### config.mk
export PLATFORM = sky130hd
export DESIGN_NAME = isp_cfg
export DESIGN_NICKNAME = d
export VERILOG_FILES = /design/src/hw/rtl/isp_pkg.sv /design/src/hw/rtl/isp_cfg.sv
export SDC_FILE = /design/constraint.sdc
export NUM_CORES = 1
export LEC_CHECK = 0
export ABC_AREA = 0
export BUFFER_PORTS_ARGS = -buffer_cell sky130_fd_sc_hd__buf_2
export CAP_MARGIN = 20
export CORE_MARGIN = 2
export CORE_UTILIZATION = 46
export CTS_BUF_LIST = sky130_fd_sc_hd__clkbuf_4 sky130_fd_sc_hd__clkbuf_8
export DETAILED_ROUTE_END_ITERATION = 6
export PLACE_DENSITY = 0.71
export SYNTH_ARGS = -nofsm -noshare
export SYNTH_HDL_FRONTEND = slang
export SYNTH_SLANG_ARGS = --single-unit
export TNS_END_PERCENT = 50
### constraint.sdc
create_clock -name clk -period 1.48 [get_ports clk]
set_input_delay 0.222 -clock clk [delete_from_list [all_inputs] [get_ports clk]]
set_output_delay 0.222 -clock clk [all_outputs]
set_load 0.05 [all_outputs]
### src/hw/rtl/isp_pkg.sv
// shared types and codes for the implicit shape point classifier
// no dependencies; imported by every module of the block
package isp_pkg;

  typedef enum logic [1:0] {
    SHAPE_SPHERE   = 2'd0,
    SHAPE_CYLINDER = 2'd1,
    SHAPE_CUBE     = 2'd2,
    SHAPE_TORUS    = 2'd3
  } shape_t;

  localparam int unsigned CFG_INDEX_BITS = 3;

  localparam logic [CFG_INDEX_BITS-1:0] REG_SHAPE      = 3'd0;
  localparam logic [CFG_INDEX_BITS-1:0] REG_SURFACE    = 3'd1;
  localparam logic [CFG_INDEX_BITS-1:0] REG_SIZE_MAIN  = 3'd2;
  localparam logic [CFG_INDEX_BITS-1:0] REG_SIZE_MINOR = 3'd3;
  localparam logic [CFG_INDEX_BITS-1:0] REG_TOLERANCE  = 3'd4;

  typedef struct packed {
    shape_t shape;
    logic   surface;
  } cfg_ctrl_t;

endpackage

### src/hw/rtl/isp_cfg.sv
// configuration register file: shape, mode, sizes and tolerance
// depends on isp_pkg
module isp_cfg import isp_pkg::*; #(
  parameter int CW = 16
) (
  input  logic                      clk,
  input  logic                      rst,
  input  logic                      cfg_valid,
  output logic                      cfg_ready,
  input  logic [CFG_INDEX_BITS-1:0] cfg_index,
  input  logic [CW:0]               cfg_data,
  output cfg_ctrl_t                 ctrl,
  output logic [CW:0]               size_main,
  output logic [CW:0]               size_minor,
  output logic [CW-1:0]             tolerance
);

  localparam logic [63:0] SCALE     = 64'd1 << CW;
  localparam logic [CW:0] MAIN_RST  = (CW+1)'(SCALE >> 1);
  localparam logic [CW:0] MINOR_RST = (CW+1)'((SCALE * 64'd2 + 64'd5) / 64'd10);
  localparam logic [CW-1:0] TOL_RST = CW'((SCALE + 64'd500) / 64'd1000);

  assign cfg_ready = 1'b1;

  always_ff @(posedge clk) begin
    if (rst) begin
      ctrl.shape   <= SHAPE_SPHERE;
      ctrl.surface <= 1'b0;
      size_main    <= MAIN_RST;
      size_minor   <= MINOR_RST;
      tolerance    <= TOL_RST;
    end else if (cfg_valid) begin
      unique case (cfg_index)
        REG_SHAPE:      ctrl.shape   <= shape_t'(cfg_data[1:0]);
        REG_SURFACE:    ctrl.surface <= cfg_data[0];
        REG_SIZE_MAIN:  size_main    <= cfg_data;
        REG_SIZE_MINOR: size_minor   <= cfg_data;
        REG_TOLERANCE:  tolerance    <= cfg_data[CW-1:0];
        default: ;
      endcase
    end
  end

  a_main_write: assert property (@(posedge clk) disable iff (rst)
    cfg_valid && cfg_ready && cfg_index == REG_SIZE_MAIN |=> size_main == $past(cfg_data))
    else $error("size_main not taken from write beat");

  a_stray_write: assert property (@(posedge clk) disable iff (rst)
    cfg_valid && cfg_ready && cfg_index != REG_SHAPE && cfg_index != REG_SURFACE &&
    cfg_index != REG_SIZE_MAIN && cfg_index != REG_SIZE_MINOR &&
    cfg_index != REG_TOLERANCE
    |=> $stable(ctrl) && $stable(size_main) && $stable(size_minor) && $stable(tolerance))
    else $error("write beyond register list changed state");

endmodule

After elaboration in Yosys (flattened, before gate mapping)
Index checks and enable logic that the tools add are counted.
{"block": "word_totals", "register_bits": 53, "inputBits": 23, "output_inout_bits": 54, "wordCells": 15}
{"block": "op_classes", "eq_ne": 4, "n_reduce_logical": 6}
{"op": "AND reduction 2 bit", "n": 5}
{"op": "== test 3 x 2 -> 1 bit (second input constant)", "n": 2}
{"op": "== test 3 x 1 -> 1 bit (second input constant)", "n": 1}
{"op": "== test 3 bit (second input constant)", "n": 1}
{"op": "zero test 3 bit", "n": 1}

Logic depth before layout (Yosys ltp)
{"block": "logic_depth", "depth_word": 2, "ltp_mapped": 5}

Worst setup path after synthesis
Ideal clock, no wire load.
{"block": "synth_path", "path_type": "input to register", "from": "input cfg_index[0]", "to": "register ctrl[1] in the netlist's numbering", "t_arrival_ns": 0.925, "t_required_ns": 1.359, "setup_slack_ns": 0.435, "path_stages": 2, "path_cell_list": "or4b_1 -> mux2i_1"}
{"block": "synth_between", "elab_chain_len": 2}
{"element": "start: declaration", "line_no": "isp_cfg.sv:10", "text": "input logic [CFG_INDEX_BITS-1:0] cfg_index,"}
{"element": "zero test 3 bit", "line_no": "isp_cfg.sv:33", "text": "unique case (cfg_index)"}
{"element": "AND reduction 2 bit (no line)"}
{"element": "end: declaration", "line_no": "isp_cfg.sv:12", "text": "output cfg_ctrl_t ctrl,"}
No other way between the ends.
A chain may end at the register's enable or synchronous reset.

Final worst setup path
{"block": "layout_path", "from": "register size_main[0]", "to": "output size_main[0]"}
{"element": "start: declaration", "line_no": "isp_cfg.sv:13", "text": "output logic [CW:0] size_main,"}
{"element": "start signal: assignment", "line_no": "isp_cfg.sv:36", "text": "REG_SIZE_MAIN: size_main <= cfg_data;"}
No word-level cell between the ends.

==> results.toml <==
[status]
status = "complete, no violations"

[clock_network]
cts-resized-gates = 0
clock-sinks = 53
clockRootBuffer = "clkbuf_8"
ctsHtreeMaxLevel = 2
hold_buffers = 0
cts_buffers = 5
clkLatencyLatePin_ns = 0.30
clockBufferDepth = 2
clk_pin_slew_ns = 0.10
cts_setup_buffers = 0
cts_tree = "built"

[route]
wl_met3_um = 297
drt_iter0_markers = 64
top_layer_used = "met4"
wl_per_cell_um = 13.37
antenna_left = 0
wl_mm = 4.534
firstDrtPassIters = 4
vias = 1641
viasPerCell = 4.841
dr_wl_met2_mm = 2.042
drcViolationCount = 0
drt-met1-wl_mm = 2.140

[yosys]
synthAdderAreaFrac_pct = 0
yosys_warnings = 0
ys_ff_latch = 53
ys_seq_area_share_pct = 48.21
synthTopCellsByArea = "dfxtp_1, mux2i_1, nand2b_1"
synth_fp_nets = 234
netlist.area_leader.share_pct = 48.21
synth.distinct_cells = 13
synth_compound_area_share_pct = 0
yosysTopAreaCell = "dfxtp_1"
syn_avg_cell_area_um2 = 10.43
synth_mux_area_share_pct = 24.10
synth_top_family_by_area = "multiplexers"
synth_area_um2 = 2201
synthCells = 211
yosys.area_share.simple_pct = 24.05
synth_xor_area_share_pct = 0

[sta]
fmax_ghz = 0.8624
clock_skew_ns = 0
period_minus_slack_ns = 1.160
finalSetupViolCount = 0
hold_violations = 0
finalMaxSlewViolations = 0
rsz0062_at_grt = "no"
period_share_pct = 78.35
setup_tns_ns = 0

[critical_path]
critPathLaunchType = "flop"
criticalPathCategory = "reg2out"
critPathCaptureType = "primary output"
rrSetupSlack_ns = 0.87
worstPathCellList = "buf_2"
crit_buf_inv = 1
worstPathMaxFanout = 2
arrival_ns = 0.94
path_delay_family = "flip-flops"
crit_slowest_cell = "dfxtp_1"
crit_required_ns = 1.26
max_stage_delay_ns = 0.36

[placement]
gp_routability_congestion = 0.7171
dpl.hpwl_mm = 3.134
numPortBuffers = 75

[global_routing]
grt_max_degree = 81
antenna_found_initial = 0
grt_pass1_wl_mm = 7.113
grt_pass1_vias = 1541
grt_overflow_total = 0
track_usage_pct = 17.35

[power_and_ir_drop]
power.total_mw = 2.826
vdd_drop_max_uv = 512.9
powerDensity_nw_per_um2 = 1022
leakage_nw = 1.323

[floorplanning]
core_area_um2 = 4661
dieArea_um2 = 5354
die_height_um = 73.17
io_pins = 77
rows = 25
die_w_um = 73.17
start_util_pct = 47.22

[finish]
syn_to_final_growth_pct = 25.70
n_antenna_cell = 0
drive_gt1_share_pct = 31.93
nets = 307
seqCellArea_um2 = 1061
multi_input_area_um2 = 1070
nFillCells = 443

[run]
cap_violations = 0

[worst_hold_path]
hold_path.class = "in2reg"
## power breakdown
part | total, mW | internal (mW) | switching [mW]
sequential | 1.47 | 1.46 | 0.0152
clock | 1.01 | 0.527 | 0.481
combinational | 0.346 | 0.122 | 0.224
## synth_stat cells
cell / instances
and4b_1: 1
buf_2: 7
buf_4: 2
clkbuf_1: 7
conb_1: 1
dfxtp_1: 53
mux2i_1: 53
nand2b_1: 59
nand4b_1: 1
nand4bb_1: 2
nor2_1: 21
nor4bb_1: 3
or4b_1: 1
## worst paths after layout
kind,to,cells past startpoint,from
max,size_main[0],1,size_main[0]
min,size_main[15],3,cfg_data[15]
max reg2reg,size_main[0],2,size_main[0]
min reg2reg,tolerance[11],2,tolerance[11]
## worst min-delay path, delay by kind of cell
family	cells	cell delay, ns
buffers and inverters	1	0.09
AND/OR/NAND/NOR	1	0.04
multiplexers	1	0.11
## cell usage in the layout (no fill, tap or decap), types with 2 or more instances in the layout
cell | synthesis | final
nand2b_1 | 59 | 59
buf_12 | 0 | 2
mux2i_1 | 53 | 53
nor4bb_1 | 3 | 2
buf_4 | 2 | 5
dfxtp_1 | 53 | 53
buf_2 | 7 | 75
nand4bb_1 | 2 | 2
nor2_1 | 21 | 21
clkbuf_8 | 0 | 5
## metal layers
metal / vias up / global-route usage, %
li1: 835 / -
met1: 755 / 21.27
met2: 46 / 28.53
met3: 5 / 5.939
met4: 0 / 5.556
met5: - / 0
## cells by family after synthesis
family	after synthesis
DFF	53
and+or+nand+nor	88
muxes	53
buffers and inverters	16
other	1
## per-stage QoR
stage	cells	util (%)	hold WS (ns)	setup slack (ns)	cell area (um^2)
after floorplan	211	-	0.3892	0.4347	2201
after global placement	331	56.89	0.4567	0.2499	2651
after detailed placement	331	56.89	0.4590	0.2122	2651
after CTS	339	59.36	0.1829	0.3035	2766
after global routing	339	59.36	0.1978	0.2735	2766
final	339	59.36	0.1897	0.3205	2766
## registers in the layout, summed over array words and instances, names as in the netlist
name	count
size_main	17
size_minor	17
tolerance	16
ctrl	3
## final cells by class
class,instances,share of cell area [%]
clock buffers,6,2.759
clock inverters,2,1.402
well taps,54,2.442
flip-flops and latches,53,38.35
multi-input cells,142,38.67
repair buffers,82,16.37
(Power assumes the default switching activity.)
