--- config.mk ---
export PLATFORM = sky130hd
export DESIGN_NAME = isp_front
export DESIGN_NICKNAME = d
export VERILOG_FILES = /design/src/hw/rtl/isp_pkg.sv /design/src/hw/rtl/isp_front.sv
export SDC_FILE = /design/constraint.sdc
export NUM_CORES = 2
export LEC_CHECK = 0
export ABC_AREA = 1
export BUFFER_PORTS_ARGS = -buffer_cell sky130_fd_sc_hd__buf_2
export CORE_UTILIZATION = 55
export CTS_CLUSTER_DIAMETER = 50
export DETAILED_ROUTE_END_ITERATION = 10
export PLACE_DENSITY = 0.85
export SLEW_MARGIN = 40
export SYNTH_ARGS = -nofsm -noshare
export SYNTH_HDL_FRONTEND = slang
export SYNTH_SLANG_ARGS = --single-unit
--- constraint.sdc ---
create_clock -name clk -period 8.2 [get_ports clk]
set_input_delay 0.41 -clock clk [delete_from_list [all_inputs] [get_ports clk]]
set_output_delay 0.41 -clock clk [all_outputs]
set_load 0.03 [all_outputs]
--- src/hw/rtl/isp_pkg.sv ---
// shared types and codes for the implicit shape point classifier
// no dependencies; imported by every module of the block
package isp_pkg;

  typedef enum logic [1:0] {
    SHAPE_SPHERE   = 2'd0,
    SHAPE_CYLINDER = 2'd1,
    SHAPE_CUBE     = 2'd2,
    SHAPE_TORUS    = 2'd3
  } shape_t;

  localparam int unsigned CFG_INDEX_BITS = 3;

  localparam logic [CFG_INDEX_BITS-1:0] REG_SHAPE      = 3'd0;
  localparam logic [CFG_INDEX_BITS-1:0] REG_SURFACE    = 3'd1;
  localparam logic [CFG_INDEX_BITS-1:0] REG_SIZE_MAIN  = 3'd2;
  localparam logic [CFG_INDEX_BITS-1:0] REG_SIZE_MINOR = 3'd3;
  localparam logic [CFG_INDEX_BITS-1:0] REG_TOLERANCE  = 3'd4;

  typedef struct packed {
    shape_t shape;
    logic   surface;
  } cfg_ctrl_t;

endpackage

--- src/hw/rtl/isp_front.sv ---
// front stages: coordinate magnitudes, squares, radius squares and sums
// depends on isp_pkg; feeds isp_torus
module isp_front import isp_pkg::*; #(
  parameter int CW = 16
) (
  input  logic                 clk,
  input  logic                 rst,
  input  logic                 up_valid,
  output logic                 up_ready,
  input  logic signed [CW-1:0] point_x,
  input  logic signed [CW-1:0] point_y,
  input  logic signed [CW-1:0] point_z,
  input  logic [CW:0]          size_main,
  input  logic [CW:0]          size_minor,
  output logic                 dn_valid,
  input  logic                 dn_ready,
  output logic [2*CW-1:0]      q,
  output logic [2*CW-1:0]      s,
  output logic [2*CW+2:0]      u,
  output logic [2*CW+1:0]      r2_main,
  output logic [2*CW+1:0]      r2_minor,
  output logic [CW-1:0]        mx
);

  localparam int NS = 3;

  logic [NS-1:0]   vld;
  logic [NS-1:0]   ld;
  logic [CW-1:0]   ax, ay, az, mx_in;
  // stage a
  logic [2*CW-1:0] sqx_a, sqy_a, sqz_a;
  logic [2*CW+1:0] r2m_a, r2n_a;
  logic [CW-1:0]   mx_a;
  // stage b
  logic [2*CW-1:0] q_b, sqz_b;
  logic [2*CW+2:0] zr_b;
  logic [2*CW+1:0] r2m_b, r2n_b;
  logic [CW-1:0]   mx_b;

  always_comb begin
    ld[NS-1] = !vld[NS-1] || dn_ready;
    for (int k = NS - 2; k >= 0; k--) begin
      ld[k] = !vld[k] || ld[k+1];
    end
  end

  assign up_ready = ld[0];
  assign dn_valid = vld[NS-1];

  always_comb begin
    ax = point_x[CW-1] ? $unsigned(-point_x) : $unsigned(point_x);
    ay = point_y[CW-1] ? $unsigned(-point_y) : $unsigned(point_y);
    az = point_z[CW-1] ? $unsigned(-point_z) : $unsigned(point_z);
    mx_in = (ax > ay) ? ax : ay;
    if (az > mx_in) begin
      mx_in = az;
    end
  end

  always_ff @(posedge clk) begin
    if (rst) begin
      vld <= '0;
    end else begin
      if (ld[0]) vld[0] <= up_valid;
      if (ld[1]) vld[1] <= vld[0];
      if (ld[2]) vld[2] <= vld[1];
    end
  end

  always_ff @(posedge clk) begin
    if (ld[0]) begin
      sqx_a <= (2*CW)'(ax) * (2*CW)'(ax);
      sqy_a <= (2*CW)'(ay) * (2*CW)'(ay);
      sqz_a <= (2*CW)'(az) * (2*CW)'(az);
      r2m_a <= (2*CW+2)'(size_main) * (2*CW+2)'(size_main);
      r2n_a <= (2*CW+2)'(size_minor) * (2*CW+2)'(size_minor);
      mx_a  <= mx_in;
    end
    if (ld[1]) begin
      q_b   <= sqx_a + sqy_a;
      zr_b  <= (2*CW+3)'(sqz_a) + (2*CW+3)'(r2m_a);
      sqz_b <= sqz_a;
      r2m_b <= r2m_a;
      r2n_b <= r2n_a;
      mx_b  <= mx_a;
    end
    if (ld[2]) begin
      q        <= q_b;
      s        <= q_b + sqz_b;
      u        <= (2*CW+3)'(q_b) + zr_b;
      r2_main  <= r2m_b;
      r2_minor <= r2n_b;
      mx       <= mx_b;
    end
  end

endmodule

# == Word level (Yosys, flattened, before mapping) ==
# Cells that the tools add are included.
# op_classes
add_sub_neg,7
n_mul,5
n_lt_le_gt_ge,2
n_mux,5
n_reduce_logical,6
# ops
cell,count
16-bit by 16-bit multiplier with 32-bit output,3
16-bit 2-to-1 mux,5
17-bit by 17-bit multiplier with 34-bit output,2
32-bit adder,2
16-bit negator,3
32-bit by 34-bit adder with 35-bit output,1
32-bit by 35-bit adder with 35-bit output,1
16-bit > comparator,2
1-bit zero test,3
1-bit logical OR,3
# word_totals
reg_bits,549
inputBits,86
wordCells,46

# == Logic depth before layout (Yosys ltp) ==
# depth
word_depth,6
depth_mapped,37

# == Least setup slack after synthesis ==
# Ideal clock, no wire load.
# synth_path
kind,reg-to-reg
from,register vld[2]
to,"register mx_a[0], enable pin"
setup_ns,1.483
t_arrival_ns,7.587
required_time_ns,6.717
path_slack_ns,-0.870
stages_incl_launch_ff,4
synth_period_minus_slack_ns,9.070
cell_sequence,dfxtp_1 -> nand2_1 -> nor2_1 -> nand2_1
# synth_via
elab_chain_len,4
# synth_lines
item,line,text
from (decl),isp_front.sv:27,logic [NS-1:0] vld;
from (signal assigned),isp_front.sv:66,if (ld[2]) vld[2] <= vld[1];
1-bit zero test,isp_front.sv:41,ld[NS-1] = !vld[NS-1] || dn_ready;
1-bit logical OR,isp_front.sv:41,
via ld[2],isp_front.sv:28,logic [NS-1:0] ld;
1-bit logical OR (2 in a row),isp_front.sv:43,ld[k] = !vld[k] || ld[k+1];
via up_ready,isp_front.sv:9,"output logic up_ready,"
to (signal assigned),isp_front.sv:77,mx_a <= mx_in;
to (decl),isp_front.sv:33,logic [CW-1:0] mx_a;
# The timed path passes the listed nets, and every way through them passes these cells.
# A chain may end at the register's enable or synchronous reset.

# == Worst setup path after layout ==
# layout_path
from,input point_y[0]
to,register sqy_a[20] (data pin)
# layout_via
elab_chain_len,3
# layout_lines
item,line,text
from (decl),isp_front.sv:11,"input logic signed [CW-1:0] point_y,"
16-bit negator,isp_front.sv:52,ay = point_y[CW-1] ? $unsigned(-point_y) : $unsigned(point_y);
16-bit 2-to-1 mux *,isp_front.sv:52,
16-bit by 16-bit multiplier with 32-bit output *,isp_front.sv:73,sqy_a <= (2*CW)'(ay) * (2*CW)'(ay);
to (signal assigned),isp_front.sv:73,
to (decl),isp_front.sv:31,"logic [2*CW-1:0] sqx_a, sqy_a, sqz_a;"
# Every way passes the cells marked *; elsewhere a longest branch is shown, timed or not.

==> reports/metrics.cfg <==
[run_status]
status = complete, no violations

[cells_and_area]
layout.cells.most_common_list = inv_1, nand2_1, fa_1
multi_input_area_um2 = 42550
syn2layout_area_growth_pct = 8.256
utilization = 0.6030
final_cells = 9510
nets = 9472
seqCellArea_um2 = 16160
final_common_cell = inv_1
n_fill_cell = 9789
drive_gt1_frac = 0.06441

[clock_network]
clockBufferDepth = 3
cts_made_buffers = 69
root_buffer = clkbuf_16
cts_max_level = 3
clk_latency_ns = 0.63
clkTransAtPathRegs_ns = 0.06
cts_tree = done
cts.sinks = 539
post_cts_resized = 0

[place]
place.gp.congestion = 1.031
io_buffers = 268
place_inst = 9377
dp_hpwl_um = 150900

[worst_setup_path]
crit_buf_inv = 9
cp.required_ns = 8.51
critical-path-max-stage-delay_ns = 0.63
critPathLaunchType = primary input
crit_family = adder cells
worstPathMaxFanout = 20
crit_type = primary input to flop
end_kind = flop
crit_arrival_ns = 7.19
cp_common_cell = inv_1
crit_slowest_cell = inv_1

[grt]
grt_use_total = 0.3016
grt_pass1_wl_um = 284300
grt_max_degree = 99
grt_overflow = 0
grt_pass1_vias = 54380
antenna_found_initial = 15

[route]
via_count = 52070
wirelength_um = 180400
routed_via_density = 5.475
drt.antenna.violating_nets = 0
first_pass_iters = 8
wl_met1_um = 70220
drt-initial-drc-count = 4746
top_layer = met5
remaining_drc_errors = 0
wl_met2_um = 86260
met3_length_um = 14580
wire_per_inst_um = 18.97

[synth]
synthCells = 7590
avgSynthCellArea_um2 = 8.689
synth_seq_cells = 539
yosys-top-cells-area = fa_1, edfxtp_1, ha_1
yosysTopAreaCellShare = 0.2659
yosys_warnings = 0
yosysUniqueCellTypes = 54
synth_top_cell_by_area = fa_1
synthArstFlopShare = 0
seq_area_frac_synth = 0.2450
synth_flop_cell = edfxtp_1
syn-cell-area_um2 = 65950
synth_edf_count = 536

[floorplanning]
start_util = 0.5570
die_width_um = 348.3
std_cell_rows = 126
core_area_um2 = 118400
die-area_um2 = 121300
dieHeight_um = 348.3
io_pins = 271

[run]
cap_violations = 0

[timing]
finClkSkew_ns = 0.04434
rsz0062_at_grt = no
setup-violations-final = 0
min_period_ns = 6.874
setup_tns_ns = 0
fmax_ghz = 0.1455
period_share = 0.8383
drv_slew = 0
worstMarginPinSlew_ns = 0.8324
slew_headroom = 0.4451
timing.final.hold_violations = 0
holdWs_ns = 0.05090

[min_path]
hp-class = primary input to flop

stage by stage:
stage / setup WS (ns) / area, um2
floorplan: 1.230 / 66080
detailed placement: 0.8443 / 68950
CTS: 1.447 / 71350
global placement: 1.036 / 68940
finish: 1.326 / 71400
global route: 1.038 / 71390
layout make-up:
type | count | share of cell area
diodes | 8 | 0.0002804
clock buffers | 81 | 0.02511
clock inverters | 42 | 0.008237
inverters | 1800 | 0.09486
multi-input cells | 5153 | 0.5959
flip-flops and latches | 539 | 0.2263
well taps | 1600 | 0.02804
repair buffers | 287 | 0.02126
layer usage:
| metal | global-route usage | up-vias |
|---|---|---|
| li1 | - | 23920 |
| met1 | 0.3772 | 25340 |
| met2 | 0.5124 | 2265 |
| met3 | 0.04770 | 525 |
| met4 | 0.1411 | 14 |
| met5 | 0 | - |
path summary, 6_finish.rpt:
path	start	to	slack, ns	cells after the start
min reg2reg	r2n_a[33]$_DFFE_PP_	r2n_b[33]$_DFFE_PP_	0.41	0
max	point_y[0]	sqy_a[20]$_DFFE_PP_	1.33	26
max reg2reg	vld[2]$_SDFFE_PP0P_	r2m_b[20]$_DFFE_PP_	4.51	5
min	up_valid	vld[0]$_SDFFE_PP0P_	0.05	3
tightest hold or removal path: stages:
cell,delay [ns]
buf_2,0.09
inv_1,0.06
a21oi_1,0.07
registers in the layout (all words and copies together) (netlist names), 31 cells and up:
| register | count |
|---|---|
| r2n_a | 33 |
| sqy_a | 31 |
| sqz_a | 31 |
| r2_main | 33 |
| r2m_a | 33 |
| q | 32 |
| zr_b | 35 |
| r2_minor | 33 |
| q_b | 32 |
| r2m_b | 33 |
| sqx_a | 31 |
| r2n_b | 33 |
| u | 35 |
| s | 32 |
| sqz_b | 31 |
Yosys cell counts (5+ instances only):
library cell,number
a21o_1,38
a21oi_1,337
buf_2,23
buf_4,18
buf_6,7
clkbuf_1,81
edfxtp_1,536
fa_1,876
ha_1,660
inv_1,1767
inv_2,28
nand2_1,1660
nand2_2,25
nand3_1,281
nand3b_1,22
nand4_1,56
nor2_1,572
nor2_2,19
nor3_1,75
o211ai_1,13
o21a_1,7
o21ai_0,176
o21ai_1,7
o21ai_2,6
o21bai_1,23
or2_1,5
or2_2,6
xnor2_1,40
xor2_1,172
what timing repair did:
item	in CTS	in global routing
hold buffers	1	0
buffers inserted	0	0
hold endpoints to repair	3	0
cells by family after synthesis:
logic type / count (synthesis) / share of synthesized area
simple gates: 2747 / 0.1709
buf+inv: 1931 / 0.1123
fa+ha+maj: 1536 / 0.3911
compound gates: 618 / 0.05082
flops: 539 / 0.2450
xor+xnor: 217 / 0.02973
other cells: 2 / 0.0001139
Power is left out: the tool's default activity adds up to more than one toggle a clock period on the data nets, which glitch-free logic cannot reach.
