**src/hw/rtl/isp_pkg.sv**
```systemverilog
// shared types and codes for the implicit shape point classifier
// no dependencies; imported by every module of the block
package isp_pkg;

  typedef enum logic [1:0] {
    SHAPE_SPHERE   = 2'd0,
    SHAPE_CYLINDER = 2'd1,
    SHAPE_CUBE     = 2'd2,
    SHAPE_TORUS    = 2'd3
  } shape_t;

  localparam int unsigned CFG_INDEX_BITS = 3;

  localparam logic [CFG_INDEX_BITS-1:0] REG_SHAPE      = 3'd0;
  localparam logic [CFG_INDEX_BITS-1:0] REG_SURFACE    = 3'd1;
  localparam logic [CFG_INDEX_BITS-1:0] REG_SIZE_MAIN  = 3'd2;
  localparam logic [CFG_INDEX_BITS-1:0] REG_SIZE_MINOR = 3'd3;
  localparam logic [CFG_INDEX_BITS-1:0] REG_TOLERANCE  = 3'd4;

  typedef struct packed {
    shape_t shape;
    logic   surface;
  } cfg_ctrl_t;

endpackage

```
**src/hw/rtl/isp_decide.sv**
```systemverilog
// final stages: signed difference, band or sign test, output register
// depends on isp_pkg; takes the compare pairs from isp_torus
module isp_decide import isp_pkg::*; #(
  parameter int CW = 16
) (
  input  logic              clk,
  input  logic              rst,
  input  cfg_ctrl_t         ctrl,
  input  logic [CW-1:0]     tolerance,
  input  logic              up_valid,
  output logic              up_ready,
  input  logic [4*CW+5:0]   lhs,
  input  logic [4*CW+5:0]   rhs,
  input  logic [2*CW-1:0]   slhs,
  input  logic [2*CW+1:0]   srhs,
  output logic              out_valid,
  input  logic              out_ready,
  output logic              accepted
);

  localparam int LW = 4*CW + 6;

  logic          vld_h;
  logic          ld_h, ld_o;
  logic [LW:0]   d_h;
  logic [LW-1:0] sel_l, sel_r, band;
  logic [LW+1:0] lo_sum;
  logic          hi_ok, lo_ok, vol_ok, ok;

  assign ld_o     = !out_valid || out_ready;
  assign ld_h     = !vld_h || ld_o;
  assign up_ready = ld_h;

  always_comb begin
    if (ctrl.shape == SHAPE_TORUS) begin
      sel_l = lhs;
      sel_r = rhs;
    end else begin
      sel_l = LW'(slhs);
      sel_r = LW'(srhs);
    end
    // band in the units of each shape's function
    case (ctrl.shape) inside
      SHAPE_SPHERE, SHAPE_CYLINDER: band = LW'(tolerance) << CW;
      SHAPE_CUBE:                   band = LW'(tolerance) << 1;
      default:                      band = LW'(tolerance) << (3*CW);
    endcase
    lo_sum = {d_h[LW], d_h} + {2'b00, band};
    lo_ok  = !lo_sum[LW+1];
    hi_ok  = $signed(d_h) <= $signed({1'b0, band});
    vol_ok = d_h[LW] || (d_h == '0);
    ok     = ctrl.surface ? (hi_ok && lo_ok) : vol_ok;
  end

  always_ff @(posedge clk) begin
    if (rst) begin
      vld_h     <= 1'b0;
      out_valid <= 1'b0;
    end else begin
      if (ld_h) vld_h     <= up_valid;
      if (ld_o) out_valid <= vld_h;
    end
  end

  always_ff @(posedge clk) begin
    if (ld_h) begin
      d_h <= (LW+1)'(sel_l) - (LW+1)'(sel_r);
    end
    if (ld_o) begin
      accepted <= ok;
    end
  end

  a_zero_accept: assert property (@(posedge clk) disable iff (rst)
    vld_h && ld_o && (d_h == '0 || (!ctrl.surface && d_h[LW])) |=> accepted)
    else $error("point on or inside the shape was rejected");

endmodule

```
**config.mk**
```make
export PLATFORM = sky130hd
export DESIGN_NAME = isp_decide
export DESIGN_NICKNAME = d
export VERILOG_FILES = /design/src/hw/rtl/isp_pkg.sv /design/src/hw/rtl/isp_decide.sv
export SDC_FILE = /design/constraint.sdc
export NUM_CORES = 1
export LEC_CHECK = 0
export BUFFER_PORTS_ARGS = -buffer_cell sky130_fd_sc_hd__buf_2
export CAP_MARGIN = 20
export CORE_ASPECT_RATIO = 0.6
export CORE_MARGIN = 2
export CORE_UTILIZATION = 25
export CTS_CLUSTER_SIZE = 28
export DETAILED_ROUTE_END_ITERATION = 7
export GPL_ROUTABILITY_DRIVEN = 1
export PLACE_DENSITY = 0.41
export REMOVE_ABC_BUFFERS = 1
export SLEW_MARGIN = 15
export SYNTH_ARGS = -nofsm -noshare
export SYNTH_HDL_FRONTEND = slang
export SYNTH_SLANG_ARGS = --single-unit
```
**constraint.sdc**
```tcl
create_clock -name clk -period 12.1 [get_ports clk]
set_input_delay 1.21 -clock clk [delete_from_list [all_inputs] [get_ports clk]]
set_output_delay 1.21 -clock clk [all_outputs]
set_load 0.03 [all_outputs]
```
# --- After elaboration in Yosys (flattened, before gate mapping) ---
# Cells that the tools add are included.
word_totals:
  ff_bits: 74
  latchBits: 0
  ram_bits: 0
  romBits: 0
  input_bits: 229
  out_inout_bits: 3
  elab_cells: 25
  mem_count: 0
classes:
  add_sub_neg: 2
  n_mul: 0
  div_mod_pow: 0
  order_cmp: 1
  eq_ne: 3
  shift: 0
  muxes: 5
  bitwise_logic: 0
  n_reduce_logical: 10
ops:
  columns: ["operator", "count"]
  rows:
  - ["$mux 70", 3]
  - ["$add 71x71->72", 1]
  - ["$le 71x71->1", 1]
  - ["$logic_not 71->1", 1]
  - ["$sub 70x70->71", 1]
  - ["$mux 64", 1]
  - ["$eq 2x2->1 const B", 2]
  - ["$logic_not 1->1", 3]
  - ["$logic_or 1x1->1", 3]
  - ["$eq 2x1->1 const B", 1]
  - ["$logic_not 2->1", 1]
  - ["$reduce_or 2->1", 1]
  - ["$logic_and 1x1->1", 1]
  - ["$mux 1", 1]

# --- Longest topological paths before layout ---
# Gate-level depths: netlist of the first run.
depth:
  ltp_word: 7
  mapped_depth: 19
  ltp_nobuf: 16

# --- Least setup slack after synthesis of the first run ---
# No wires, ideal clock.
synth_timing:
  path_kind: "input to register"
  from: "input ctrl[2] in the netlist's numbering"
  to: "register d_h[64], data pin"
  setup_time_ns: 0.260
  arrival_time_ns: 4.495
  required_ns: 11.840
  path_slack_ns: 7.346
  cell_stages: 19
  path_buffers: 3
  path_cell_list: "and2_1 > clkbuf_1 > buf_1 > clkbuf_1 > nand2_1 > nand2_1 > ha_1 > inv_1 > fa_1 > a211oi_1 > o211ai_1 > nand2_1 > nor4_2 > nor3_1 > o31ai_4 > a211oi_1 > o21ai_1 > a21oi_1 > xnor2_1"
synth_via:
  elab_chain_cells: 3
  word_cells_on_any_way: 4
  cone_classes: "1 x add/sub; 1 x eq/ne; 2 x mux"
synth_lines:
  columns: ["item", "line", "source"]
  rows:
  - ["start: declaration", "isp_decide.sv:8", "input cfg_ctrl_t ctrl,"]
  - ["$eq 2x2->1 *", "isp_decide.sv:35", "if (ctrl.shape == SHAPE_TORUS) begin"]
  - ["$mux 70", "isp_decide.sv:35", null]
  - ["$sub 70x70->71 *", "isp_decide.sv:67", "d_h <= (LW+1)'(sel_l) - (LW+1)'(sel_r);"]
  - ["end signal: assignment", "isp_decide.sv:67", null]
  - ["end: declaration", "isp_decide.sv:25", "logic [LW:0] d_h;"]
# Every way passes the cells marked *; elsewhere a longest branch is shown, timed or not.
# A chain may end at the register's enable or synchronous reset.

# --- Final worst setup path of the first run ---
layout_timing:
  from: "input ctrl[2] in the netlist's numbering"
  to: "register d_h[65], data pin"
# The elaborated chain is that of the path after synthesis.

==> metrics.log, run 1 <==
INFO  metric run_status = complete, no violations
INFO  metric post_synth_inst_count = ~1,400
INFO  metric initial_utilization = between 20 and 30%
INFO  metric final-setup-viol-count = 0
INFO  metric final_util = 30.3%
INFO  metric min_period = approximately 5.9 ns
INFO  metric die-height = approximately 160 um
INFO  metric crit_path_max_fanout = 70
INFO  metric crit_chain = buf_2 > and2_4 > buf_4 > mux2i_1 > ha_1 > a21oi_1 > o21ai_0 > a21oi_1 > a21boi_0 > a311oi_1 > nand2_1 > a22oi_1 > o21ai_1 > a21oi_1 > xnor2_1
INFO  metric routed_wirelength = 36.0 mm
INFO  metric place.detailed.instances = 2,090
INFO  metric area_delta_synth_final = 18.3%
INFO  metric hpwl = between 30 and 40 mm
INFO  metric fin_skew = approximately 0.0066 ns
INFO  metric slew-limit-headroom = between 30% and 40%
INFO  metric globalRoute.totalOverflow = 0
INFO  metric dieArea = ~44,000 sq um
INFO  metric powerDensity = roughly 110 nW/um^2
INFO  metric timing.setup.critical_path_class = in -> reg
INFO  metric grt_first_pass_wirelength = 56.1 mm
INFO  metric layout_worst_path_cycle_share = between 40% and 50%
INFO  metric critPathArrivalTime = ~6 ns
INFO  metric ys_seq_area_share = a little over a fifth
INFO  metric cts_tree = yes
INFO  metric synth-edff-count = 72
INFO  metric tightest_slew = approximately 1 ns
INFO  metric holdCritPathClass = reg -> reg
INFO  metric grt_setup_unrepaired = no
INFO  metric antenna_found_initial = 1
INFO  metric final.fill_count = around 4,500
INFO  metric gr-usage-all-layers = 16.4%
INFO  metric floorplan.die.width = around 270 um
INFO  metric clock_latency = roughly 0.36 ns
INFO  metric final_net_count = roughly 1,900
INFO  metric synth_flop_cell = sky130_fd_sc_hd__edfxtp_1
INFO  metric route.detailed.drc = 0
INFO  metric post_synth_top_area_share = 20.7%
INFO  metric area_used_by_multi_input_combinational_logic = between 7000 and 8000 sq um
INFO  metric seqPwrFrac = between 30% and 40%
INFO  metric cts_htree_levels = 3
INFO  metric ys_async_sr_fraction = 0%
INFO  metric pin_count_of_the_biggest_net_entering_global_routing = 73
INFO  metric synthDistinctLibCells = 68
INFO  metric layoutNonFillerInstCount = between 2,000 and 2,500
INFO  metric cap_viol_max_count = 0
INFO  metric cts.reportedPaths.clkPinSlew = approximately 0.070 ns
INFO  metric clk_buf_depth = 2
INFO  metric totalPowerFinal = 0.00137 W
INFO  metric num_io_pins = between 200 and 250
INFO  metric clock_power_share = around a fifth
INFO  metric share_comb_of_total_power = a little under half
INFO  metric wire_per_inst = roughly 17 um
INFO  metric grt_pass1_vias = around 10,000
INFO  metric drt_iter0_drc = roughly 700
INFO  metric timing.critical_path.from_type = primary input
INFO  metric fp-row-count = 57
INFO  metric drive_gt1_share = ~18%
INFO  metric count_of_state_elements_after_synthesis = 74
INFO  metric final-hold-violation-count = 0
INFO  metric cts_bufs_inserted = 9
INFO  metric io_buffers = roughly 230
INFO  metric required_time_of_the_critical_path = 12.20 ns
INFO  metric clockRootBuffer = sky130_fd_sc_hd__clkbuf_16
INFO  metric antenna_left = 0
INFO  metric leakage = 6.11 nW
INFO  metric cts_resized = 0
INFO  metric antenna_cells = 0
INFO  metric avgSynthCellArea = ~7.7 sq um
INFO  metric intPower = approximately 0.00080 W
INFO  metric vias_per_cell = 4.87
INFO  metric max_freq = ~170 MHz
INFO  metric finalSetupTns = 0 ns
INFO  metric cp_slowest_cell = sky130_fd_sc_hd__buf_4
INFO  metric timing.critical_path.slowest_cell_delay = between 0.7 and 0.8 ns
INFO  metric post_synth_main_area_contributors = sky130_fd_sc_hd__edfxtp_1, sky130_fd_sc_hd__ha_1, sky130_fd_sc_hd__nand2_1, sky130_fd_sc_hd__a21oi_1, sky130_fd_sc_hd__a21o_1
INFO  metric power_switching = 0.000565 W
INFO  metric critical_path.most_common_cell = sky130_fd_sc_hd__a21oi_1
INFO  metric post_cts.repair.setup_buffers = 0
INFO  metric globalplace.congestion = 0.878
INFO  metric firstDrtPassIters = 5
INFO  metric clock-sinks = 74
INFO  metric report.final.slew_viol_count = 0
INFO  metric end_kind = flop
INFO  metric cts_hold_repair.buffers = 0
INFO  metric dr_total_vias = 10,300
INFO  metric power.ir.vdd_worst = around 0.000055 V
INFO  metric switching_power_share_of_the_total = approximately two fifths
INFO  metric synth_area_leader_cell = sky130_fd_sc_hd__edfxtp_1
INFO  metric netlist_area = 10,500 sq um
INFO  metric yosys_warnings = 0
INFO  metric core_area = slightly above 40,000 sq um
INFO  metric layout.area.seq = about 2200 sq um
[path summary, 6_finish.rpt]
path / startpoint / to / slack [ns] / cells after the start
max: ctrl[2] / d_h[65] / 6.16 / 15
min: vld_h / out_valid / 0.51 / 2
max reg2reg: d_h[54] / accepted / 9.14 / 11
min reg2reg: vld_h / out_valid / 0.51 / 2
[placed cells by master (no fill, tap or decap), types with 21 or more instances in the layout]
master and n:
sky130_fd_sc_hd__o21bai_1 21, sky130_fd_sc_hd__nand2b_1 23, sky130_fd_sc_hd__and3_1 40, sky130_fd_sc_hd__nor3_1 24
sky130_fd_sc_hd__nor4_1 28, sky130_fd_sc_hd__xnor2_1 36, sky130_fd_sc_hd__inv_1 84, sky130_fd_sc_hd__buf_2 231
sky130_fd_sc_hd__xor2_1 26, sky130_fd_sc_hd__mux2i_1 35, sky130_fd_sc_hd__edfxtp_1 72, sky130_fd_sc_hd__nand4_1 50
sky130_fd_sc_hd__ha_1 165, sky130_fd_sc_hd__a21o_1 49, sky130_fd_sc_hd__nor2_1 84, sky130_fd_sc_hd__nand2_1 233
sky130_fd_sc_hd__a21oi_1 125, sky130_fd_sc_hd__o21ai_0 58
[Yosys cell counts (all sizes together) (5+ instances only)]
| cell type | number |
|---|---|
| nand2 | 234 |
| ha | 165 |
| a21oi | 127 |
| inv | 84 |
| nor2 | 84 |
| edfxtp | 72 |
| o21ai | 64 |
| clkbuf | 51 |
| nand4 | 50 |
| a21o | 49 |
| and3 | 40 |
| xnor2 | 36 |
| mux2i | 35 |
| nor4 | 29 |
| xor2 | 26 |
| nor3 | 24 |
| nand2b | 23 |
| o21bai | 21 |
| buf | 20 |
| nand3 | 17 |
| o21a | 13 |
| and2 | 10 |
| nor2b | 10 |
| a211oi | 8 |
| a21boi | 7 |
| o211ai | 7 |
| a311oi | 5 |
| or2 | 5 |
[routing by layer]
metal / vias to the layer above / GRT usage (%) / share of wire [%]
li1: 5228 / - / -
met2: 236 / 21.6 / 37
met4: 0 / 1.50 / 0.35
met1: 4774 / 27.6 / 58
met5: - / 0 / 0
met3: 13 / 2.74 / 4.9
[logic make-up (layout without fill, tap and decap cells)]
logic type	Yosys count	after routing	share of synthesized area, %
adders and majority gates	166	166	19.9
xor gates and xnor gates	62	62	5.19
DFF	74	74	21.1
muxes	35	35	3.35
buffers and inverters	155	337	5.81
and+or+nand+nor	538	538	24.5
AOI/OAI and AO/OA	334	334	20.2
[state kept, by name, summed over array words and instances (netlist names)]
signal / cells
accepted: 1
d_h: 71
out_valid: 1
vld_h: 1
[metrics by stage]
| step | worst slack, ns | cell area [sq um] | hold slack [ns] |
|---|---|---|---|
| after floorplan | 5.59 | 10200 | 0.463 |
| after global placement | 6.16 | 12100 | 0.497 |
| after detailed placement | 5.90 | 12100 | 0.500 |
| after CTS | 6.27 | 12400 | 0.510 |
| after global routing | 5.83 | 12400 | 0.535 |
| final | 6.16 | 12400 | 0.508 |
[power by group through the flow]
stage / clock (W) / combinational [W] / sequential (W)
global placement: 0 / 0.000627 / 0.000463
floorplan: 0 / 0.000444 / 0.000424
global route: 0.000298 / 0.000714 / 0.000469
finish: 0.000279 / 0.000631 / 0.000457
CTS: 0.000287 / 0.000630 / 0.000458
detailed placement: 0 / 0.000627 / 0.000462
[worst max-delay path: cells and delay by family]
kind,cells,cell delay (ns)
compound gates,8,2.16
xor+xnor,1,0.09
fa+ha+maj,1,0.35
buf+inv,2,0.96
mux,1,0.29
simple gates,2,0.80
[layout make-up]
cell class	instances	area share, %
inverters	84	2.55
clock buffers	9	1.82
well taps	560	5.66
flip-flops and latches	74	17.8
multi-input cells	1135	61.9
repair buffers	237	9.71
clock inverters	7	0.617
(Power assumes the default switching activity.)
==> run 2: changes to the inputs <==
- ABC_AREA: unset -> 1
- PLACE_DENSITY: 0.41 -> 0.42
- clock period: 12.1 -> 5 ns (I/O delays scaled with it)
==> run 2 against run 1 <==
  * Sequential power up 150%
  * Register-to-register slack worse by 6.5 ns
  * Clock power up 130%
  * Critical path depth up 6
  * Critical path type unchanged
==> metrics.log, run 2 <==
INFO  metric run_status = complete, no violations
INFO  metric yosys_warnings = 0
INFO  metric cts.reportedPaths.clkPinSlew = 0.06 ns
INFO  metric synth_area_leader_cell = sky130_fd_sc_hd__edfxtp_1
INFO  metric post_cts.repair.setup_buffers = 0
INFO  metric worstPathBufferInverterCount = 3
INFO  metric min_from = rst
INFO  metric holdCritPathClass = in -> reg
INFO  metric firstDrtPassIters = 6
INFO  metric tightest_slew = 0.619 ns
INFO  metric stdcell_area = 14,400 sq um
INFO  metric power.ir.vdd_worst = ~0.00017 V
INFO  metric critical_path.reg2reg.endpoint = accepted
INFO  metric dp_slack = approximately 0.77 ns
INFO  metric grt_first_pass_wirelength = around 78 mm
INFO  metric netlist_area = 12,100 sq um
INFO  metric antenna_left = 0
INFO  metric crit_path_max_fanout = 83
INFO  metric vias_per_cell = around 4.7
INFO  metric max_freq = about 260 MHz
INFO  metric avgSynthCellArea = 6.06 sq um
INFO  metric min_period = around 3.9 ns
INFO  metric drive_gt1_share = 13.1%
INFO  metric gr-usage-all-layers = roughly a fifth
INFO  metric cts_bufs_inserted = 9
INFO  metric final_net_count = approximately 2,600
INFO  metric synth_flop_cell = sky130_fd_sc_hd__edfxtp_1
INFO  metric final.fill_count = roughly 5,400
INFO  metric post_synth_inst_count = 2,001
INFO  metric grt_setup_unrepaired = no
INFO  metric synthMostInstantiatedCell = sky130_fd_sc_hd__nand2_1
INFO  metric leakage = approximately 7.7 nW
INFO  metric pin_count_of_the_biggest_net_entering_global_routing = 84
INFO  metric globalplace.congestion = between 0.9 and 1
INFO  metric clockRootBuffer = sky130_fd_sc_hd__clkbuf_16
INFO  metric route.detailed.drc = 0
INFO  metric core_area = roughly 48,000 sq um
INFO  metric io_buffers = 231
INFO  metric final-setup-viol-count = 0
INFO  metric count_of_state_elements_after_synthesis = 74
INFO  metric clock_latency = roughly 0.35 ns
INFO  metric timing.setup.critical_path_class = in -> reg
INFO  metric dieArea = 50,300 sq um
INFO  metric cts_htree_levels = 3
INFO  metric fin_skew = approximately 0.015 ns
INFO  metric ys_async_sr_fraction = 0%
INFO  metric synth_common_cells = sky130_fd_sc_hd__nand2_1, sky130_fd_sc_hd__inv_1, sky130_fd_sc_hd__nor2_1
INFO  metric hold-worst-slack = between 0.3 and 0.4 ns
INFO  metric cts_hold_repair.buffers = 0
INFO  metric required_time_of_the_critical_path = 5.04 ns
INFO  metric r2r.worst_path.cells = 14
INFO  metric clock-sinks = 74
INFO  metric critical_path.most_common_cell = sky130_fd_sc_hd__nand2_2
INFO  metric setup.reg_to_reg.worst_slack = approximately 2.6 ns
INFO  metric area_used_by_multi_input_combinational_logic = 8560 sq um
INFO  metric postPlaceCellArea = between 10,000 and 15,000 sq um
INFO  metric dr_total_vias = 13,500
INFO  metric wire_per_inst = 18.3 um
INFO  metric grt_pass1_vias = approximately 13,000
INFO  metric hold-path-endpoint = vld_h
INFO  metric crit_chain = buf_2 > nand2_4 > buf_12 > mux2i_1 > ha_1 > inv_1 > fa_1 > nand3_1 > nand2_2 > nand2_2 > nand2_2 > nand2_1 > nand2_2 > nand2_2 > nand2_2 > nand2_2 > nand2_2 > nand2_1 > nand2_1 > nand2_1 > nand2_1
INFO  metric timing.hold.worst_path_depth = 2
INFO  metric globalRoute.totalOverflow = 0
INFO  metric cap_viol_max_count = 0
INFO  metric slew-limit-headroom = a little under 60%
INFO  metric finalSetupTns = 0 ns
INFO  metric critPathArrivalTime = roughly 4 ns
INFO  metric crit-reg2reg-launch = d_h[54]
INFO  metric post_synth_main_area_contributors = sky130_fd_sc_hd__edfxtp_1, sky130_fd_sc_hd__ha_1, sky130_fd_sc_hd__nand2_1, sky130_fd_sc_hd__inv_1, sky130_fd_sc_hd__nor2_1
INFO  metric floorplan.die.width = roughly 290 um
INFO  metric num_io_pins = 232
INFO  metric antenna_found_initial = 6
INFO  metric cp_slowest_cell = sky130_fd_sc_hd__fa_1
INFO  metric timing.critical_path.slowest_cell_delay = between 0.5 and 0.6 ns
INFO  metric top_register = d_h
INFO  metric worst_path_top_cell_family_by_delay = simple AND/OR/NAND/NOR gates
INFO  metric fp-row-count = 62
INFO  metric ys_seq_area_share = between 15 and 20%
INFO  metric layout.cells.most_common = sky130_fd_sc_hd__nand2_1
INFO  metric cts_resized = 0
INFO  metric layout_worst_path_cycle_share = 77.8%
INFO  metric die-height = approximately 170 um
INFO  metric post-route-worst-setup-slack = ~1.1 ns
INFO  metric synth-edff-count = 72
INFO  metric layoutNonFillerInstCount = 2,874
INFO  metric layout.cells.most_common_list = sky130_fd_sc_hd__nand2_1, sky130_fd_sc_hd__inv_1, sky130_fd_sc_hd__nor2_1
INFO  metric end_kind = flop
INFO  metric area_delta_synth_final = 18.6%
INFO  metric timing.critical_path.from_type = primary input
INFO  metric antenna_cells = 0
INFO  metric report.final.slew_viol_count = 0
INFO  metric hpwl = between 40 and 50 mm
INFO  metric largest_reg_flops = 71
INFO  metric place.detailed.instances = around 2,900
INFO  metric routed_wirelength = between 50 and 60 mm
INFO  metric layout.area.seq = approximately 2200 sq um
INFO  metric clk_buf_depth = 2
INFO  metric drt_iter0_drc = approximately 950
INFO  metric post_synth_top_area_share = 17.8%
INFO  metric powerDensity = between 200 and 300 nW/um^2
INFO  metric cts_tree = yes
INFO  metric initial_utilization = roughly a quarter
INFO  metric final-hold-violation-count = 0
INFO  metric synthDistinctLibCells = 42
[run 2: cell count changes after synthesis, sizes merged, moves of 30 or more]
cell / before / now
nand2: 234 / 553
inv: 84 / 343
nor2: 84 / 328
nand3: 17 / 87
a21o: 49 / 9
and3: 40 / 1
clkbuf: 51 / 16
xnor2: 36 / 6
[run 2: report_power, final]
group          total [W]  switching (W)  internal [W]
combinational    0.00200        0.00134      0.000651
sequential       0.00114       0.000233      0.000906
clock           0.000639       0.000256      0.000383
[run 2: cells by family (layout without fill, tap and decap cells)]
logic type | Yosys count | after routing | share of synthesized area [%]
muxes | 34 | 34 | 2.81
adders and majority gates | 166 | 166 | 17.2
and+or+nand+nor | 1045 | 1045 | 35.2
buffers and inverters | 367 | 600 | 11.4
AOI/OAI and AO/OA | 276 | 276 | 12.4
xor gates and xnor gates | 39 | 39 | 2.82
DFF | 74 | 74 | 18.2
[run 2: through the flow]
stage | power, W | utilization (%)
global placement | 0.00311 | 29.5
detailed placement | 0.00310 | 29.5
global route | 0.00407 | 30.0
floorplan | 0.00226 | -
CTS | 0.00375 | 30.0
finish | 0.00377 | 30.0
[run 2: worst register-to-register path: stages, from the launching register on]
cell,delay (ns)
sky130_fd_sc_hd__edfxtp_1,0.48
sky130_fd_sc_hd__ha_1,0.39
sky130_fd_sc_hd__nand2_1,0.14
sky130_fd_sc_hd__nor2_1,0.19
sky130_fd_sc_hd__inv_1,0.06
sky130_fd_sc_hd__nor2_1,0.14
sky130_fd_sc_hd__nand2_1,0.07
sky130_fd_sc_hd__nor2_1,0.17
sky130_fd_sc_hd__nand3_1,0.10
sky130_fd_sc_hd__nand2_1,0.08
sky130_fd_sc_hd__nor2_1,0.04
sky130_fd_sc_hd__nand2_1,0.05
sky130_fd_sc_hd__nand2_1,0.05
sky130_fd_sc_hd__nor2_1,0.09
sky130_fd_sc_hd__nor2_1,0.07
[run 2: layer usage]
metal  GRT usage (%)  up-vias  wire length, um
li1                -     6845                -
met1            33.2     6206            28700
met2            27.8      420            19500
met3            3.85       40             3730
met4            3.89        0              755
met5               0        -                0
[run 2: cell type report]
type | instances | area share [%]
well taps | 640 | 5.57
multi-input cells | 1560 | 59.5
inverters | 344 | 8.98
clock inverters | 4 | 0.296
repair buffers | 240 | 8.68
clock buffers | 12 | 1.64
flip-flops and latches | 74 | 15.3
[run 2: worst max path at each step]
| stage | depth (start not counted) | start | end | slack, ns |
|---|---|---|---|---|
| after floorplan | 19 | ctrl[1] | d_h[58] | -1.01 |
| after global placement | 21 | ctrl[2] | d_h[58] | 0.73 |
| after detailed placement | 21 | ctrl[2] | d_h[58] | 0.77 |
| after CTS | 21 | ctrl[2] | d_h[58] | 1.14 |
| after global routing | 21 | ctrl[2] | d_h[58] | 0.98 |
| final | 21 | ctrl[2] | d_h[58] | 1.11 |
==> run 3: changes to the inputs <==
- ABC_AREA: 1 -> 0
- PLACE_DENSITY: 0.42 -> 0.41
- clock period: 5 -> 3.8 ns (I/O delays scaled with it)
==> run 3 against run 2 <==
  * Critical path depth decreased by 4
  * Combinational power rose by 23%
  * Clock skew down 0.0082 ns
  * Sequential share of layout area up 0.096 points
  * Count of clock-buffer cells in the layout down 3
  * First-iteration DRC count fell by 32%
  * Largest cell class unchanged
  * Highest routed layer unchanged
==> metrics.log, run 3 (synthesis gave the netlist of run 1 again) <==
INFO  metric crit_startpoint = ctrl[2]
INFO  metric fin_skew = 0.00717 ns
INFO  metric place.detailed.instances = between 2,000 and 2,500
INFO  metric tightest_slew = between 0.7 and 0.8 ns
INFO  metric slew-limit-headroom = roughly 49%
INFO  metric final-setup-viol-count = 0
INFO  metric layout_worst_path_cycle_share = 97.4%
INFO  metric globalRoute.totalOverflow = 0
INFO  metric dieArea = around 44,000 sq um
INFO  metric top_register = d_h
INFO  metric routed_wirelength = ~38 mm
INFO  metric cts.reportedPaths.clkPinSlew = about 0.06 ns
INFO  metric grt_setup_unrepaired = yes
INFO  metric die-height = ~160 um
INFO  metric grt_most_used_layer = met1
INFO  metric area_delta_synth_final = 36.6%
INFO  metric wire_per_inst = 16.4 um
INFO  metric route.detailed.drc = 0
INFO  metric hpwl = 32.7 mm
INFO  metric firstDrtPassIters = 5
INFO  metric crit-reg2reg-launch = d_h[53]
INFO  metric power.ir.vdd_worst = approximately 0.00018 V
INFO  metric timing.critical_path.from_type = primary input
INFO  metric dp_slack = -0.916 ns
INFO  metric layout.cells.most_common_list = sky130_fd_sc_hd__nand2_1, sky130_fd_sc_hd__buf_2, sky130_fd_sc_hd__buf_4
INFO  metric antenna_left = 0
INFO  metric pin_count_of_the_biggest_net_entering_global_routing = 45
INFO  metric timing.critical_path.slowest_cell_delay = ~0.5 ns
INFO  metric initial_utilization = between 20 and 30%
INFO  metric antenna_cells = 0
INFO  metric cts_hold_repair.buffers = 0
INFO  metric run_status = complete, no violations
INFO  metric cap_viol_max_count = 0
INFO  metric holdCritPathClass = in -> reg
INFO  metric largest_reg_flops = roughly 70
INFO  metric layoutNonFillerInstCount = 2,316
INFO  metric crit_path_max_fanout = 12
INFO  metric globalplace.congestion = around 0.9
INFO  metric critPathArrivalTime = 3.79 ns
INFO  metric floorplan.die.width = roughly 270 um
INFO  metric final.fill_count = 4,398
INFO  metric timing.setup.critical_path_class = in -> reg
INFO  metric cp_slowest_cell = sky130_fd_sc_hd__or4_4
INFO  metric num_io_pins = between 200 and 250
INFO  metric totalPowerFinal = 0.00486 W
INFO  metric end_kind = flop
INFO  metric report.final.slew_viol_count = 0
INFO  metric required_time_of_the_critical_path = roughly 3.9 ns
INFO  metric io_buffers = between 200 and 250
INFO  metric post-route-worst-setup-slack = about 0.1 ns
INFO  metric layout.area.seq = around 2200 sq um
INFO  metric final_net_count = about 2,100
INFO  metric final-hold-violation-count = 0
INFO  metric area_used_by_multi_input_combinational_logic = roughly 7900 sq um
INFO  metric grt_first_pass_wirelength = approximately 60 mm
INFO  metric min_from = rst
INFO  metric min_period = around 3.7 ns
INFO  metric final_util = 35.0%
INFO  metric core_area = a little over 40,000 sq um
INFO  metric cts_bufs_inserted = 9
INFO  metric clk_buf_depth = 2
INFO  metric vias_per_cell = around 4.7
INFO  metric grt_util_met3 = 2.45%
INFO  metric drive_gt1_share = slightly below 30%
INFO  metric drt_iter0_drc = 644
INFO  metric leakage = about 7.2 nW
INFO  metric grt_pass1_vias = between 10,000 and 15,000
INFO  metric clockRootBuffer = sky130_fd_sc_hd__clkbuf_16
INFO  metric clock_latency = approximately 0.35 ns
INFO  metric clock-sinks = 74
INFO  metric max_freq = about 270 MHz
INFO  metric hold-worst-slack = 0.206 ns
INFO  metric critical_path.most_common_cell = sky130_fd_sc_hd__buf_4
INFO  metric use_met1 = approximately 29%
INFO  metric powerDensity = between 300 and 400 nW/um^2
INFO  metric crit_chain = buf_4 > and2_4 > buf_12 > mux2i_1 > ha_1 > buf_6 > nand4_1 > or4_4 > nor4_4 > buf_4 > nor3_1 > buf_4 > o31ai_4 > buf_4 > a21oi_2 > o31ai_4 > xor2_1
INFO  metric cts_htree_levels = 3
INFO  metric gr-usage-all-layers = 17.3%
INFO  metric cts_tree = yes
INFO  metric fp-row-count = 57
INFO  metric grt_util_met2 = between 20% and 30%
INFO  metric antenna_found_initial = 0
INFO  metric dr_total_vias = around 11,000
-- run 3: cell count changes in the layout (fill, tap and decap cells not counted), sizes merged, moves of 23 or more --
cell    change
nand2     -319
inv       -257
nor2      -244
buf       +207
nand3      -70
a21o       +40
and3       +39
xnor2      +30
a21oi      -27
nand2b     +23
nand4      +23
-- run 3: cell type report --
cell class	instances	share of cell area, %
sequential	74	15.4
timing repair buffer	447	20.2
multi-input combinational	1135	55.0
clock inverter	7	0.700
clock buffer	9	1.58
inverter	84	2.21
tap	560	4.90
-- run 3: path summary, 6_finish.rpt --
check / endpoint / slack (ns) / cells after the start
max reg2reg: accepted / 0.87 / 13
min: out_valid / 0.21 / 2
max: d_h[68] / 0.1 / 17
min reg2reg: out_valid / 0.52 / 2
-- run 3: through the flow --
stage | cell area (sq um) | setup TNS [ns]
detailed placement | 13600 | -12.18
finish | 14300 | 0
global route | 14300 | -0.0674
floorplan | 10200 | -98.34
global placement | 13600 | -10.56
CTS | 14100 | -0.0150
-- run 3: where the power goes --
group,total (W),switching [W],internal [W]
registers,0.00144,0.000242,0.00120
logic,0.00247,0.00131,0.00117
clock network,0.000945,0.000364,0.000581
total,0.00486,0.00191,0.00295
-- run 3: routing by layer --
| metal | vias up | routed length [um] |
|---|---|---|
| met5 | - | 0 |
| met4 | 0 | 87 |
| met3 | 8 | 1860 |
| met2 | 237 | 13800 |
| met1 | 5018 | 22300 |
| li1 | 5655 | - |
-- run 3: timing repair --
action | 4_1_cts | 5_1_grt
endpoints found under the hold margin | 0 | 0
setup endpoints to repair | 15 | 19
resized for setup | 17 | 34
buffers inserted | 5 | 5
pin swaps | 9 | 18
gates cloned | 1 | 0
-- run 3: worst max-delay path: cells and delay by family --
kind	cells	cell delay (ns)
simple gates	5	1.19
xor+xnor	1	0.10
fa+ha+maj	1	0.32
compound gates	3	0.67
mux	1	0.12
buf+inv	6	0.99
